### config.mk
export PLATFORM = sky130hd
export DESIGN_NAME = bmv_lane
export DESIGN_NICKNAME = d
export VERILOG_FILES = /design/src/rtl/core/bmv_pkg.sv /design/src/rtl/core/bmv_lane.sv
export SDC_FILE = /design/constraint.sdc
export NUM_CORES = 1
export LEC_CHECK = 0
export ABC_AREA = 0
export BUFFER_PORTS_ARGS = -buffer_cell sky130_fd_sc_hd__clkbuf_2
export CORE_UTILIZATION = 48
export DETAILED_ROUTE_END_ITERATION = 12
export PLACE_DENSITY = 0.86
export SLEW_MARGIN = 20
export SYNTH_ARGS = -nofsm -noshare
export SYNTH_HDL_FRONTEND = slang
export SYNTH_SLANG_ARGS = --single-unit
### constraint.sdc
create_clock -name vclk -period 2.3
set_input_delay 0.23 -clock vclk [all_inputs]
set_output_delay 0.23 -clock vclk [all_outputs]
set_load 0.02 [all_outputs]
### src/rtl/core/bmv_pkg.sv
`timescale 1ns / 1ps
// ----------------------------------------------------------------------------
// bmv_pkg - shared types and constants of the majority vote bundler
// Request codes, stream field positions, controller states and the result
// information that passes from the controller to the merge stage.
// ----------------------------------------------------------------------------
package bmv_pkg;

   // fixed field widths of the stream items
   localparam int INDEX_BITS = 6;
   localparam int DATA_BITS  = 64;
   localparam int TOTAL_BITS = 13;
   localparam int KIND_BITS  = 2;
   localparam int WORD_SLOTS = 64;

   // request tdata layout, lowest bit first
   localparam int REQ_INDEX_LSB  = 0;
   localparam int REQ_DATA_LSB   = REQ_INDEX_LSB + INDEX_BITS;
   localparam int REQ_TOTAL_LSB  = REQ_DATA_LSB + DATA_BITS;
   localparam int REQ_TDATA_BITS = ((REQ_TOTAL_LSB + TOTAL_BITS + 7) / 8) * 8;

   // response tdata layout, lowest bit first
   localparam int RSP_VOTE_LSB   = 0;
   localparam int RSP_ECHO_LSB   = RSP_VOTE_LSB + DATA_BITS;
   localparam int RSP_TDATA_BITS = ((RSP_ECHO_LSB + INDEX_BITS + 7) / 8) * 8;

   // request kinds
   localparam logic [KIND_BITS-1:0] REQ_CLEAR      = 2'd0;
   localparam logic [KIND_BITS-1:0] REQ_ACCUMULATE = 2'd1;
   localparam logic [KIND_BITS-1:0] REQ_THRESHOLD  = 2'd2;
   localparam logic [KIND_BITS-1:0] REQ_INVALID    = 2'd3;

   // response status codes
   localparam logic STATUS_OK       = 1'b0;
   localparam logic STATUS_BAD_KIND = 1'b1;

   // controller states
   typedef enum logic {
      ST_IDLE,
      ST_LOOKUP
   } state_type;

   // what the merge stage needs to build a response
   typedef struct packed {
      logic [INDEX_BITS-1:0] word_echo;
      logic                  status;
      logic                  vote_en;
   } rsp_info_type;

endpackage

### src/rtl/core/bmv_lane.sv
`timescale 1ns / 1ps
// ----------------------------------------------------------------------------
// bmv_lane - one bit lane of the bundler
// Saturating increment of the lane counter and the majority compare.
// ----------------------------------------------------------------------------
module bmv_lane #(
   parameter int COUNT_BITS = 13
) (
   input  logic                           present,
   input  logic [COUNT_BITS-1:0]          count,
   input  logic                           data_bit,
   input  logic [bmv_pkg::TOTAL_BITS-1:0] threshold,
   output logic [COUNT_BITS-1:0]          count_next,
   output logic                           vote
);
   import bmv_pkg::*;

   localparam int CMP_BITS = (COUNT_BITS > TOTAL_BITS) ? COUNT_BITS : TOTAL_BITS;

   logic [COUNT_BITS-1:0] base;
   logic                  at_top;

   // a word not yet written reads as zero counts
   assign base   = present ? count : '0;
   assign at_top = &base;

   // saturating increment
   always_comb begin
      if (data_bit && !at_top) begin
         count_next = COUNT_BITS'(base + 1'b1);
      end else begin
         count_next = base;
      end
   end

   // strict majority compare on the stored count
   assign vote = CMP_BITS'(base) >= CMP_BITS'(threshold);

endmodule

## Yosys cells after proc, flatten, opt, wreduce, memory -nomap -nowiden

Index checks and enable logic that the tools add are counted.

- Add/sub/neg operators: 1
- $mul: 0
- Div/mod/pow operators: 0
- Magnitude comparators: 1
- Eq/ne operators: 0
- Shift-type cells: 0
- Mux-type cells: 2
- Bitwise operators: 0
- Reduce and logical (&&, ||, !) cells: 3

Operators by type and width:

| cell | count |
|---|---|
| $mux W13 | 2 |
| $add A13 B1 Y13 const B | 1 |
| $ge A13 B13 Y1 | 1 |
| $reduce_and A13 Y1 | 1 |
| $logic_and A1 B1 Y1 | 1 |
| $logic_not A1 Y1 | 1 |

- Register bits after elaboration: 0
- Bits in latches: 0
- RAM bits: 0
- Memory bits (read-only): 0
- Input bits: 28
- Output and inout port bits: 14
- Logic and storage cells: 7
- Memories: 0

## Depth between registers and ports, before layout

- Depth after elaboration: 5
- Gate-level depth with buffers: 9
- Mapped depth without buffers: 7

## Worst setup path after synthesis

OpenSTA, ideal clock, no wires.

- Path kind: in2out
- Start point: in present
- End point: out vote
- Arrival: 1,851 ps
- Data required time: 2,070 ps
- Path slack: 219 ps
- Stages: 9
- Path buffers: 2
- Path through: buf_6 -> clkbuf_1 -> and2_1 -> ha_1 -> nand2b_1 -> nor4b_1 -> o311a_1 -> o41ai_2 -> o211ai_1

- Cells in the longest elaborated chain, start to end: 2

RTL lines:

| element | line | text |
|---|---|---|
| from (decl) | bmv_lane.sv:9 | `input logic present,` |
| $mux W13 | bmv_lane.sv:24 | `assign base = present ? count : '0;` |
| $ge A13 B13 Y1 | bmv_lane.sv:37 | `assign vote = CMP_BITS'(base) >= CMP_BITS'(threshold);` |
| to (decl) | bmv_lane.sv:14 | `output logic vote` |

Every way passes these cells.

## Worst setup path after layout

Same ends and word-level chain as after synthesis.

==> flow_metrics.tcl <==
set metrics [dict create \
    status "finished, final reports clean" \
    synth_top_area_frac 0.197 \
    drc_errors 0 \
    setup.worst_path.class "in -> out" \
    vdd_drop_max_uv 87.7 \
    synth_compound_area_frac 0.168 \
    nFlopsAndLatches 0 \
    period_share 0.928 \
    fill_cells 143 \
    yosys.area_share.adder 0.197 \
    initial_utilization 0.511 \
    finalSetupViolCount 0 \
    firstDrtPassIters 3 \
    crit_fanout 12 \
    power_density_nw_per_um2 167 \
    endpoint_kind "output port" \
    grt_start_max_net_pins 13 \
    post_drt_wl_per_cell_microns 11.4 \
    dpl.hpwl_microns 1690 \
    wirelength_microns 1860 \
    rsz0062_at_grt "no" \
    die_y_microns 41.8 \
    first_iter_violations 12 \
    synth_top_family_by_area "simple AND/OR/NAND/NOR gates" \
    cp.arrival_ns 1.90 \
    syn_area_sq_um 761 \
    slew_headroom 0.745 \
    grt_pass1_wl_microns 3160 \
    area_delta_synth_final_pct 28.6 \
    synth.area.top_cells "ha_1 20%, xnor2_1 9.2%, and2_1 7.4%, inv_1 6.9%, nand3_1 4.6%" \
    fin_setup_tns_ns 0 \
    grt_pass1_vias 775 \
    portBuffers 42 \
    min_period_ns 2.13 \
    core_area_sq_um 1490 \
    cap_violations 0 \
    fmax_ghz 0.469 \
    fin_nets 189 \
    die_area_sq_um 1750 \
    seq_area_sq_um 0 \
    drive_above_1_share 0.347 \
    num_vias 870 \
    whs_ns 0.849 \
    cts_setup_buffers 0 \
    synthXorXnorAreaFrac 0.138 \
    antenna_found_initial 0 \
    yosys_warnings 0 \
    routabilityCongestion 0.905 \
    hold_violations 0 \
    track_usage 0.216 \
    seq_area_frac_synth 0 \
    yosysTopAreaCell "ha_1" \
    via_per_inst 5.34 \
    num_rows 14 \
    finalMaxSlewViolations 0 \
    power.leakage_nw 0.588 \
    synth_cell_types 34 \
    grt.overflow.total 0 \
    syn_nets 147 \
    tightest_slew_ns 0.378 \
    holdCritPathClass "in -> out" \
    synthCells 107 \
    synth-simple-area-share 0.393 \
    die_w_microns 41.8 \
    ios 42 \
    final_util 0.657 \
    antenna_cells 0 \
    final_antenna_net_count 0 \
    synthMuxAreaShare 0 \
    startpoint_type "input pin" \
    crit_required_ns 2.07 \
    avgSynthCellArea_sq_um 7.11 \
    clkbuf_count 0 \
]
-- cells in the mapped netlist --
cell type,instances
a21boi_0,1
a21o_1,4
a21oi_1,2
and2_1,9
and2_2,1
and2_4,1
and3_1,1
and3_2,1
and4_1,1
and4_2,2
buf_6,2
clkbuf_1,1
ha_1,12
inv_1,14
nand2_1,9
nand2b_1,2
nand3_1,7
nand4_1,4
nor2_1,4
nor2b_1,2
nor3b_1,1
nor4_1,3
nor4b_1,1
nor4b_2,1
o211a_1,1
o211ai_1,2
o21a_1,1
o21ai_1,1
o21bai_1,1
o2bb2ai_1,1
o311a_1,1
o41ai_2,1
xnor2_1,8
xor2_1,4
-- final cells by class --
type,count,area [sq um],share of cell area
Tap cell,16,20.0,0.0205
Timing Repair Buffer,43,218,0.223
Multi-Input combinational cell,90,688,0.703
Inverter,14,52.6,0.0537
-- metal layers --
layer	vias up	global-route usage	share of wire
li1	461	-	-
met1	393	0.313	0.48
met2	16	0.378	0.49
met3	0	0.00435	0.026
met4	0	0	0
met5	-	0	0
-- stage by stage --
step,instances,area [sq um],power (W),setup WS [ns]
2_1_floorplan,107,761,0.000106,0.219
3_3_place_gp,163,972,0.000158,0.209
3_5_place_dp,163,972,0.000163,0.171
4_1_cts,163,972,0.000164,0.170
5_1_grt,163,978,0.000182,0.0363
6_report,163,978,0.000164,0.166
-- timing repair --
action                                  in CTS  in global routing
resized for setup                            0                  1
endpoints found under the setup margin       0                  1
hold buffers                                 0                  0
-- cells in the final DEF, fill, tap and decap left out, types with 4 or more instances in the layout --
master	instances
nand3_1	7
nand4_1	4
xnor2_1	8
and2_1	9
nor2_1	4
clkbuf_2	42
nand2_1	9
xor2_1	4
ha_1	12
a21o_1	4
inv_1	14
-- cells by family after synthesis --
logic type      Yosys count
simple gates             50
buf+inv                  17
compound gates           16
xor+xnor                 12
fa+ha+maj                12
-- where the power goes --
group	switching [W]	total (W)	internal [W]
logic	0.0000914	0.000164	0.0000723
clock network	0	0	0
registers	0	0	0
total	0.0000914	0.000164	0.0000723
-- worst paths after layout --
check	start	endpoint	slack, ns	cells after the start
max	present	vote	0.17	9
min	count[6]	count_next[8]	0.85	4
-- worst max-delay path, stage by stage --
cell	delay, ns
clkbuf_2	0.16
and2_1	0.21
ha_1	0.31
nand2b_1	0.09
nor4b_1	0.05
o311a_1	0.34
o41ai_2	0.20
o211ai_1	0.14
clkbuf_2	0.17
Note: power is estimated with default switching activity, not from simulation.
