`config.mk`:
```
export PLATFORM = sky130hd
export DESIGN_NAME = bmv_merge
export DESIGN_NICKNAME = d
export VERILOG_FILES = /design/src/rtl/core/bmv_pkg.sv /design/src/rtl/core/bmv_merge.sv
export SDC_FILE = /design/constraint.sdc
export NUM_CORES = 1
export LEC_CHECK = 0
export ABC_AREA = 1
export ABC_CLOCK_PERIOD_IN_PS = 2160
export BUFFER_PORTS_ARGS = -buffer_cell sky130_fd_sc_hd__buf_2
export CAP_MARGIN = 20
export CORE_AREA = 4 4 82 84
export DETAILED_ROUTE_END_ITERATION = 7
export DIE_AREA = 0 0 86 88
export MAX_ROUTING_LAYER = met4
export PLACE_DENSITY = 0.94
export SLEW_MARGIN = 20
export SYNTH_ARGS = -nofsm -noshare
export SYNTH_HDL_FRONTEND = slang
export SYNTH_SLANG_ARGS = --single-unit
```
`constraint.sdc`:
```
create_clock -name clock -period 2.16 [get_ports clock]
set_input_delay 0.432 -clock clock [delete_from_list [all_inputs] [get_ports clock]]
set_output_delay 0.432 -clock clock [all_outputs]
set_load 0.03 [all_outputs]
```
`src/rtl/core/bmv_pkg.sv`:
```
`timescale 1ns / 1ps
// ----------------------------------------------------------------------------
// bmv_pkg - shared types and constants of the majority vote bundler
// Request codes, stream field positions, controller states and the result
// information that passes from the controller to the merge stage.
// ----------------------------------------------------------------------------
package bmv_pkg;

   // fixed field widths of the stream items
   localparam int INDEX_BITS = 6;
   localparam int DATA_BITS  = 64;
   localparam int TOTAL_BITS = 13;
   localparam int KIND_BITS  = 2;
   localparam int WORD_SLOTS = 64;

   // request tdata layout, lowest bit first
   localparam int REQ_INDEX_LSB  = 0;
   localparam int REQ_DATA_LSB   = REQ_INDEX_LSB + INDEX_BITS;
   localparam int REQ_TOTAL_LSB  = REQ_DATA_LSB + DATA_BITS;
   localparam int REQ_TDATA_BITS = ((REQ_TOTAL_LSB + TOTAL_BITS + 7) / 8) * 8;

   // response tdata layout, lowest bit first
   localparam int RSP_VOTE_LSB   = 0;
   localparam int RSP_ECHO_LSB   = RSP_VOTE_LSB + DATA_BITS;
   localparam int RSP_TDATA_BITS = ((RSP_ECHO_LSB + INDEX_BITS + 7) / 8) * 8;

   // request kinds
   localparam logic [KIND_BITS-1:0] REQ_CLEAR      = 2'd0;
   localparam logic [KIND_BITS-1:0] REQ_ACCUMULATE = 2'd1;
   localparam logic [KIND_BITS-1:0] REQ_THRESHOLD  = 2'd2;
   localparam logic [KIND_BITS-1:0] REQ_INVALID    = 2'd3;

   // response status codes
   localparam logic STATUS_OK       = 1'b0;
   localparam logic STATUS_BAD_KIND = 1'b1;

   // controller states
   typedef enum logic {
      ST_IDLE,
      ST_LOOKUP
   } state_type;

   // what the merge stage needs to build a response
   typedef struct packed {
      logic [INDEX_BITS-1:0] word_echo;
      logic                  status;
      logic                  vote_en;
   } rsp_info_type;

endpackage

```
`src/rtl/core/bmv_merge.sv`:
```
`timescale 1ns / 1ps
// ----------------------------------------------------------------------------
// bmv_merge - lane merge and response register
// Gathers the lane votes into the response word and holds it on the
// response stream until the transfer completes.
// ----------------------------------------------------------------------------
module bmv_merge #(
   parameter int LANES = 64
) (
   input  logic                               clock,
   input  logic                               reset,
   input  logic                               load,
   input  bmv_pkg::rsp_info_type              info,
   input  logic [LANES-1:0]                   lane_vote,
   output logic                               slot_free,
   output logic                               rsp_tvalid,
   input  logic                               rsp_tready,
   output logic [bmv_pkg::RSP_TDATA_BITS-1:0] rsp_tdata,  // vote_word, word_echo, zero pad
   output logic [0:0]                         rsp_tuser   // status
);
   import bmv_pkg::*;

   logic [DATA_BITS-1:0]  vote_all;
   logic [DATA_BITS-1:0]  vote_in;
   logic                  rsp_tvalid_ff;
   logic                  rsp_tvalid_in;
   logic [DATA_BITS-1:0]  vote_ff;
   logic [INDEX_BITS-1:0] echo_ff;
   logic                  status_ff;

   // spread lane votes over the word, lanes past the count read zero
   for (genvar i = 0; i < DATA_BITS; i++) begin : g_spread
      if (i < LANES) begin : g_lane
         assign vote_all[i] = lane_vote[i];
      end else begin : g_none
         assign vote_all[i] = 1'b0;
      end
   end

   assign vote_in   = info.vote_en ? vote_all : '0;
   assign slot_free = !rsp_tvalid_ff || rsp_tready;

   // response valid
   always_comb begin
      if (load) begin
         rsp_tvalid_in = 1'b1;
      end else if (rsp_tready) begin
         rsp_tvalid_in = 1'b0;
      end else begin
         rsp_tvalid_in = rsp_tvalid_ff;
      end
   end

   always_ff @(posedge clock) begin
      if (reset) begin
         rsp_tvalid_ff <= 1'b0;
      end else begin
         rsp_tvalid_ff <= rsp_tvalid_in;
      end
   end

   // response payload
   always_ff @(posedge clock) begin
      if (load) begin
         vote_ff   <= vote_in;
         echo_ff   <= info.word_echo;
         status_ff <= info.status;
      end
   end

   assign rsp_tvalid = rsp_tvalid_ff;
   always_comb begin
      rsp_tdata = '0;
      rsp_tdata[RSP_VOTE_LSB +: DATA_BITS]  = vote_ff;
      rsp_tdata[RSP_ECHO_LSB +: INDEX_BITS] = echo_ff;
   end
   assign rsp_tuser = status_ff;

endmodule

```
# Word level (Yosys, flattened, before mapping)
# Cells that the tools add are included.
[classes] n_reduce_logical=3 multipliers=0 add_sub_neg=0 n_eq_ne=0 magnitude_cmp=0 n_div=0 muxes=2 bitwise_logic=0 n_shift=0
[ops] operator="$mux W1" count=2
[ops] operator="$reduce_bool A2 Y1" count=1
[ops] operator="$logic_not A1 Y1" count=1
[ops] operator="$logic_or A1 B1 Y1" count=1
[word_totals] elab_cells=9 in_bits=76 mem_count=0 romBits=0 latchBits=0 ramBits=0 reg_bits=72

# Logic depth before layout (Yosys ltp)
# Gate-level depths: netlist of run 1.
[depth] depth_word=2 ltp_mapped=4 ltp_nobuf=3

# Worst setup path before layout of run 1
# OpenSTA, ideal clock, no wires.
[synth_timing] path_type="reg-to-output" start="register rsp_tvalid_ff, in the netlist rsp_tvalid" end="output slot_free" n_path_buf=0 path_slack_ns=0.973 required_time_ns=1.728 stages_incl_launch_ff=2 arrival_time_ns=0.755 cell_sequence="dfxtp_1 -> nand2_1"
[synth_via] elab_chain_cells=2
[synth_lines] element="start: declaration" line="bmv_merge.sv:25" rtl="logic rsp_tvalid_ff;"
[synth_lines] element="start signal: assignment" line="bmv_merge.sv:58" rtl="rsp_tvalid_ff <= rsp_tvalid_in;"
[synth_lines] element="$logic_not A1 Y1" line="bmv_merge.sv:41" rtl="assign slot_free = !rsp_tvalid_ff || rsp_tready;"
[synth_lines] element="$logic_or A1 B1 Y1" line="bmv_merge.sv:41"
[synth_lines] element="end: declaration" line="bmv_merge.sv:15" rtl="output logic slot_free,"
# Every way passes these cells.

# Worst setup path after layout of run 1
[layout_timing] start="register vote_ff[7]" end="output rsp_tdata[7] (netlist bit)"
[layout_rtl] element="start: declaration" line="bmv_merge.sv:27" rtl="logic [DATA_BITS-1:0] vote_ff;"
[layout_rtl] element="start signal: assignment" line="bmv_merge.sv:65" rtl="vote_ff <= vote_in;"
[layout_rtl] element="end: declaration" line="bmv_merge.sv:18" rtl="output logic [bmv_pkg::RSP_TDATA_BITS-1:0] rsp_tdata,"
# No word-level cell between the ends.

==> results of run 1 <==
through the flow:
step	area (um^2)	hold WS (ps)	utilization, %	instances
after floorplan	2750	501	-	215
after global placement	3510	461	59.2	431
after detailed placement	3510	469	59.2	431
after CTS	3650	235	61.6	444
after global routing	3650	239	61.6	444
final	3650	256	61.6	444
layer usage:
| layer | part of all wire [%] | vias to the layer above | GRT usage, % |
|---|---|---|---|
| met5 | 0 | - | - |
| met4 | 2.4 | 0 | 7.34 |
| met3 | 12 | 16 | 6.02 |
| met2 | 47 | 118 | 25.1 |
| met1 | 39 | 841 | 18.3 |
| li1 | - | 945 | - |
synthesized netlist by cell type:
cell type | number | area share [%]
edfxtp_1 | 71 | 78
conb_1 | 1 | 0.14
nand2_1 | 65 | 8.9
a21oi_1 | 1 | 0.18
buf_6 | 7 | 2.9
dfxtp_1 | 1 | 0.73
buf_4 | 2 | 0.55
inv_1 | 66 | 9.0
flip-flops by register name, indices dropped and copies added (netlist names):
signal      count
vote_ff        64
echo_ff         6
rsp_tuser       1
rsp_tvalid      1
cell families (layout without fill, tap and decap cells):
logic type             count (synthesis)  after routing  share of synthesized area, %
AND/OR/NAND/NOR                       65             65                          8.88
buffers and inverters                 75            229                          12.4
AO/OA/AOI/OAI                          1              1                         0.182
other                                  1              2                         0.137
flip-flops                            72             72                          78.4
cells in the final DEF, fill, tap and decap left out:
| cell type | count |
|---|---|
| a21oi_1 | 1 |
| buf_2 | 147 |
| buf_4 | 3 |
| clkbuf_1 | 1 |
| clkbuf_8 | 9 |
| clkinv_1 | 2 |
| clkinv_2 | 1 |
| conb_1 | 2 |
| dfxtp_1 | 1 |
| edfxtp_1 | 71 |
| inv_1 | 66 |
| nand2_1 | 65 |
final cells by class:
cell class              instances  area [um^2]  share of cell area, %
flip-flops and latches         72         2150                   59.0
repair buffers                150          758                   20.8
multi-input cells              68          256                   7.03
inverters                      66          248                   6.79
clock buffers                  10          128                   3.50
well taps                      75         93.8                   2.57
clock inverters                 3         12.5                  0.343
where the power goes:
group	switching [uW]	internal (uW)	total (uW)
clock	422	388	809
combinational	356	141	498
sequential	25.7	1660	1680
worst paths after layout:
kind | startpoint | end | slack (ps) | cells after the start
min | reset | rsp_tvalid$_SDFFE_PP0P_ | 260 | 2
min reg2reg | rsp_tvalid$_SDFFE_PP0P_ | rsp_tvalid$_SDFFE_PP0P_ | 480 | 2
max | vote_ff[7]$_SDFFCE_PN0P_ | rsp_tdata[7] | 830 | 1
max reg2reg | rsp_tvalid$_SDFFE_PP0P_ | rsp_tvalid$_SDFFE_PP0P_ | 1580 | 2
worst reg2reg max path, stage by stage (launching register included):
cell and delay, ps:
dfxtp_1 330, nand2_1 60, a21oi_1 120
==> impl_metrics.yaml, run 1 <==
run_status:
  outcome: "finished clean"
floorplanning:
  dieHeight_um: 88
  pin_count: 151
  start_util_pct: 46.4
  rows: 28
  coreArea_mm2: 0.00592
  dieArea_mm2: 0.00757
  die_w_um: 86
critical_path:
  worstSetupPathType: "flip-flop to output pin"
  cp_slowest_stage_delay_ps: 390
  cp-end-kind: "output pin"
  timing.critical_path.buf_inv: 1
  critPathRequiredTime_ps: 1730
  path_delay_family: "flip-flops"
  crit_path_top_delay_cell: "edfxtp_1"
  cp_max_fo: 1
  startpoint_type: "flip-flop"
  worstPathCellList: "buf_2"
  cp_data_arrival_time_ps: 900
pwr:
  irDropWorstVdd_mv: 0.460
  power.density_mw_per_mm2: 819
  total_power_uw: 2990
  p_leak_uw: 0.00202
drt:
  vias_per_cell: 4.32
  drt_wl_total_um: 5640
  vias: 1920
  drt_first_pass_iters: 4
  antenna_left: 0
  drc_errors: 0
  first_iter_violations: 59
  wire_per_inst_um: 12.7
global_route:
  first_global_vias: 1915
  grt_pass1_wl_um: 8710
  track_usage_pct: 16.0
  grt_max_degree: 65
  grt-ovfl-total: 0
  antenna_found_initial: 0
timing:
  post-route-period-util_pct: 61.7
  grt_setup_unrepaired: "no"
  tns_ps: 0
  fmax_mhz: 750
  finalWorstSetupSlack_ps: 827
  hold_viol: 0
  maxSlewViolCount: 0
  worstMarginPinSlew_ps: 604
  slew_headroom_pct: 59.7
  fin_crit_ps: 1330
  fin_skew_ps: 0
  setup_viol: 0
clock_tree:
  cts_max_path_buffers: 2
  cts_buffers: 9
  h-tree-depth: 3
  clkSinkCount: 72
  tritoncts: "done"
  postCtsResizedCells: 0
  cts_root_buf: "clkbuf_8"
  clock_latency_ps: 320
  cts.clk_slew.worst_paths_ps: 70
  postCtsSetupBuffers: 0
  ctsHoldBuffers: 0
synthesis:
  synth_cells: 214
  synth-seq-area-share_pct: 78.4
  syn_avg_cell_area_um2: 12.8
  synth_area_mm2: 0.00275
  ys_ff_latch: 72
  yosys_warnings: 0
  ys_types: 8
placed_design:
  place_congestion: 0.734
  hpwl_um: 4270
  post-place-ws_ps: 523
  io_buffers: 148
final_layout:
  fill_cells: 490
  area_growth_pct: 32.8
  diodes: 0
  layout-drive-gt1-share_pct: 43.4
  nets: 443
worst_hold_path:
  hold_path.class: "primary input to flip-flop"
flow_run:
  cap_violations: 0
No activity file was read; power rests on OpenSTA's default activity.
==> run 2: changes to the inputs <==
Settings changed: ABC_AREA 1 to 0, ABC_CLOCK_PERIOD_IN_PS 2160 to 1200, CORE_AREA 4 4 82 84 to 4 4 89 91, DIE_AREA 0 0 86 88 to 0 0 93 95, PLACE_DENSITY 0.94 to 0.85.
Clock period 2.16 ns to 1.2 ns, I/O delays scaled along.
==> run 2 against run 1 <==
  * Flip-flop and latch count is the same
  * Clock-buffer cell count shrank 1
  * Total power grew 110%
  * Global-route usage shrank 3.2 points
  * Via count shrank 12%
  * Routed wire length shrank 2.1%
  * Worst setup slack lost 770 ps
  * Synthesized cell count shrank 31%
  * Sequential power grew 80%
==> impl_metrics.yaml, run 2 <==
synthesis:
  ys_ff_latch: 72
  synth.most_common_cell: "edfxtp_1"
  yosysTopAreaCell: "edfxtp_1"
  ys_types: 9
  async_flop_share_pct: 0
  synth_cells: 148
  syn_avg_cell_area_um2: 18.2
  synth-seq-area-share_pct: 79.8
  synth_area_mm2: 0.00270
  synth_top_area_share_pct: 79.1
  synth-main-ff-cell: "edfxtp_1"
  synth-edff-count: 71
  yosys-top-cells-area: "edfxtp_1 79%, and2_2 18%, clkbuf_2 1.1%, dfxtp_1 0.74%, buf_4 0.56%"
  ys_top_cells_by_count: "71 x edfxtp_1, 64 x and2_2, 6 x clkbuf_2, 2 x buf_4"
  yosys_warnings: 0
drt:
  first_iter_violations: 29
  drt_wl_total_um: 5520
  met3_length_um: 590
  drt_first_pass_iters: 4
  top_layer: "met4"
  antenna_left: 0
  drc_errors: 0
  wire_per_inst_um: 13.6
  wl_met2_um: 2760
  vias_per_cell: 4.16
  vias: 1683
  wl_met1_um: 2070
critical_path:
  crit_path_top_delay_cell: "edfxtp_1"
  worstSetupPathType: "flip-flop to output pin"
  cp-end-kind: "output pin"
  cp_data_arrival_time_ps: 900
  cp_max_fo: 1
  startpoint_type: "flip-flop"
  timing.critical_path.buf_inv: 1
  worstPathCellList: "buf_2"
  critPathRequiredTime_ps: 960
  path_delay_family: "flip-flops"
  cp_slowest_stage_delay_ps: 380
clock_tree:
  cts_max_path_buffers: 2
  tritoncts: "done"
  clkSinkCount: 72
  cts_buffers: 9
  clock_latency_ps: 330
  postCtsSetupBuffers: 0
  cts.clk_slew.worst_paths_ps: 70
  h-tree-depth: 3
  cts_root_buf: "clkbuf_8"
pwr:
  power.density_mw_per_mm2: 1660
  p_leak_uw: 0.00166
  irDropWorstVdd_mv: 0.837
timing:
  slew_headroom_pct: 49.9
  post-route-period-util_pct: 95.0
  hold_viol: 0
  fin_skew_ps: 0
  worstMarginPinSlew_ps: 751
  fmax_mhz: 878
  maxSlewViolCount: 0
  grt_setup_unrepaired: "no"
  fin_crit_ps: 1140
  tns_ps: 0
  setup_viol: 0
final_layout:
  layout_common_cells: "147 x buf_2, 71 x edfxtp_1, 64 x and2_2, 9 x clkbuf_8, 4 x bufinv_16"
  finalInstanceArea_mm2: 0.00382
  final_util_pct: 53.6
  layout.cells.non_filler: 405
  top_regs: "vote_ff (64), echo_ff (6)"
  final_common_cell: "buf_2"
  layout-drive-gt1-share_pct: 74.5
  area_growth_pct: 41.8
  diodes: 0
  largest_register_ffs: 64
  regMostFlops: "vote_ff"
  nets: 378
flow_run:
  cap_violations: 0
global_route:
  antenna_found_initial: 0
  grt_pass1_wl_um: 8190
  grt_max_degree: 65
  grt-ovfl-total: 0
  track_usage_pct: 12.9
  first_global_vias: 1733
run_status:
  outcome: "finished clean"
placed_design:
  place_congestion: 0.658
  dp.cells: 390
  hpwl_um: 4150
  io_buffers: 148
  postPlaceCellArea_mm2: 0.00356
floorplanning:
  coreArea_mm2: 0.00714
  rows: 31
  dieArea_mm2: 0.00884
  pin_count: 151
  die_w_um: 93
  start_util_pct: 37.8
  dieHeight_um: 95
worst_hold_path:
  hold_path.class: "primary input to flip-flop"
run 2: cell count changes in the layout (fill, tap and decap cells not counted), moves of 2 or more:
cell	change
and2_2	+64
buf_12	+2
buf_4	-3
bufinv_16	+4
inv_1	-65
nand2_1	-65
run 2: area by class of cell:
cell class,instances,area (um^2)
Inverter,1,3.75
Sequential cell,72,2150
Clock buffer,9,124
Multi-Input combinational cell,68,499
Timing Repair Buffer,150,787
Tap cell,99,124
Fill cell,642,3310
Clock inverter,6,133
run 2: per-layer routing:
layer / global-route usage, % / up-vias
met5: - / -
met4: 6.59 / 0
met3: 4.14 / 10
met2: 21.5 / 97
met1: 13.7 / 756
li1: - / 820
run 2: stage by stage:
stage / hold slack (ps) / worst slack (ps) / power (uW)
after floorplan: 309 / 177 / 3630
after global placement: 396 / -40.2 / 3980
after detailed placement: 397 / -116 / 3990
after CTS: 31.9 / 15.5 / 6440
after global routing: 38.6 / 7.94 / 6620
final: 55.2 / 60.6 / 6350
run 2: worst paths after layout:
kind	startpoint	endpoint	slack, ps	cells after the start
hold / removal	reset	rsp_tvalid$_SDFFE_PP0P_	60	2
setup reg to reg	rsp_tvalid$_SDFFE_PP0P_	rsp_tvalid$_SDFFE_PP0P_	600	2
hold reg to reg	rsp_tvalid$_SDFFE_PP0P_	rsp_tvalid$_SDFFE_PP0P_	520	2
setup / recovery	vote_ff[26]$_SDFFCE_PN0P_	rsp_tdata[26]	60	1
run 2: repair_timing:
action,in CTS,in global routing
endpoints found under the hold margin,0,0
hold buffers,0,0
gates resized for setup,0,3
endpoints found under the setup margin,0,1
run 2: logic make-up (layout without fill, tap and decap cells):
group                  count (synthesis)  count (layout)  share of synthesized area (%)
flip-flops                            72              72                           79.8
AO/OA/AOI/OAI                          1               1                          0.185
buffers and inverters                  9             166                           1.81
AND/OR/NAND/NOR                       65              65                           18.1
other                                  1               2                          0.139
run 2: power breakdown:
part	internal, uW	leakage [uW]	switching (uW)
logic	303	0.000835	599
clock network	1580	0.000127	855
registers	2980	0.000694	42.7
total	4860	0.00166	1500
==> run 3: changes to the inputs <==
Settings changed: ABC_AREA 0 to 1, CORE_AREA 4 4 89 91 to 4 4 88 90, DIE_AREA 0 0 93 95 to 0 0 92 94, PLACE_DENSITY 0.85 to 0.87.
==> run 3 against run 2 <==
  * Register-to-register slack about the same
  * Highest routed layer unchanged
  * Total power down 14%
  * Clock power down 37%
  * Final cell count up 17%
  * Non-clock buffer count up 1
==> impl_metrics.yaml, run 3 (synthesis results as in run 1) <==
timing:
  setup_viol: 0
  maxSlewViolCount: 0
  hold_viol: 0
  post-route-period-util_pct: 96.0
  fin_skew_ps: 0
  fin_crit_ps: 1150
  fmax_mhz: 868
  grt_setup_unrepaired: "no"
  tns_ps: 0
floorplanning:
  rows: 31
  pin_count: 151
  coreArea_mm2: 0.00706
  start_util_pct: 38.9
  dieArea_mm2: 0.00865
  dieHeight_um: 94
  die_w_um: 92
critical_path:
  rr_startpoint: "rsp_tvalid$_SDFFE_PP0P_"
  worstSetupPathType: "flip-flop to output pin"
  path_delay_family: "flip-flops"
  cp_max_fo: 1
  critPathRequiredTime_ps: 960
  cp_data_arrival_time_ps: 910
  cp_slowest_stage_delay_ps: 390
  startpoint_type: "flip-flop"
  worstPathCellList: "buf_2"
  timing.critical_path.buf_inv: 1
  r2r-end: "rsp_tvalid$_SDFFE_PP0P_"
  r2r_slack_ps: 600
  cp-end-kind: "output pin"
  crit_path_top_delay_cell: "edfxtp_1"
  r2r_cells: 2
clock_tree:
  clock_latency_ps: 330
  ctsHoldBuffers: 0
  clkSinkCount: 72
  cts.clk_slew.worst_paths_ps: 80
  postCtsSetupBuffers: 0
  cts_root_buf: "clkbuf_8"
  cts_buffers: 9
  h-tree-depth: 3
  cts_max_path_buffers: 2
  tritoncts: "done"
  postCtsResizedCells: 0
worst_hold_path:
  hold_start: "reset"
  hold_path.class: "primary input to flip-flop"
  whs_path_depth: 2
  hold_end: "rsp_tvalid$_SDFFE_PP0P_"
global_route:
  grt_max_degree: 65
  grt-ovfl-total: 0
  track_usage_pct: 13.7
  antenna_found_initial: 1
  grt_pass1_wl_um: 8850
  first_global_vias: 1874
drt:
  drc_errors: 0
  drt_wl_total_um: 5700
  vias_per_cell: 4.01
  drt_first_pass_iters: 4
  top_layer: "met4"
  antenna_left: 0
  wl_met2_um: 2910
  first_iter_violations: 59
  wire_per_inst_um: 12.0
  wl_met1_um: 2160
  vias: 1899
  met3_length_um: 541
final_layout:
  layout-drive-gt1-share_pct: 43.7
  layout_common_cells: "146 x buf_2, 71 x edfxtp_1, 66 x inv_1, 65 x nand2_1, 9 x clkbuf_8"
  seq_area_mm2: 0.00215
  multi_input_area_um2: 256
  largest_register_ffs: 64
  top_regs: "vote_ff (64), echo_ff (6)"
  final_common_cell: "buf_2"
  fill_cells: 634
  final_util_pct: 53.1
  area_growth_pct: 36.5
  regMostFlops: "vote_ff"
  nets: 444
placed_design:
  io_buffers: 148
  hpwl_um: 4260
  place_congestion: 0.687
run_status:
  outcome: "finished clean"
flow_run:
  cap_violations: 0
pwr:
  power.density_mw_per_mm2: 1460
  irDropWorstVdd_mv: 0.805
  p_leak_uw: 0.00205
## run 3: worst max path at each step
stage | start | end | slack (ps) | depth (start not counted)
2_1_floorplan | rsp_tvalid$_SDFFE_PP0P_ | rsp_tvalid$_SDFFE_PP0P_ | 200 | 2
4_1_cts | rsp_tvalid$_SDFFE_PP0P_ | slot_free | 9 | 2
3_3_place_gp | load | vote_ff[15]$_SDFFCE_PN0P_ | 250 | 2
5_1_grt | vote_ff[32]$_SDFFCE_PN0P_ | rsp_tdata[32] | 1 | 1
6_report | vote_ff[61]$_SDFFCE_PN0P_ | rsp_tdata[61] | 50 | 1
3_5_place_dp | load | vote_ff[9]$_SDFFCE_PN0P_ | 230 | 2
## run 3: through the flow
stage	hold slack (ps)	instance area [um^2]	total power [uW]	instances	worst slack, ps
floorplan	309	2750	3640	215	201
global placement	396	3580	3980	456	248
detailed placement	406	3580	4000	456	226
CTS	37.7	3740	5560	472	9.29
global route	28.8	3750	5740	473	1.07
finish	60.0	3750	5480	473	47.5
## run 3: cell type report
type	count	area share (%)
antenna	1	0.0668
clock buffer	12	3.60
clock inverter	4	0.567
inverter	66	6.61
multi-input combinational	68	6.84
sequential	72	57.4
tap	99	3.30
timing repair buffer	151	21.6
## run 3: layer usage
metal	up-vias	GRT usage, %
met5	-	-
met4	0	4.83
met3	6	5.61
met2	98	22.5
met1	843	15.1
li1	952	-
## run 3: where the power goes
group	total, uW	switching (uW)	internal [uW]	leakage [uW]
Sequential	3030	45.9	2980	0.000694
Clock	1540	805	738	0.0000778
Combinational	915	642	272	0.00127
Total	5480	1490	3990	0.00205
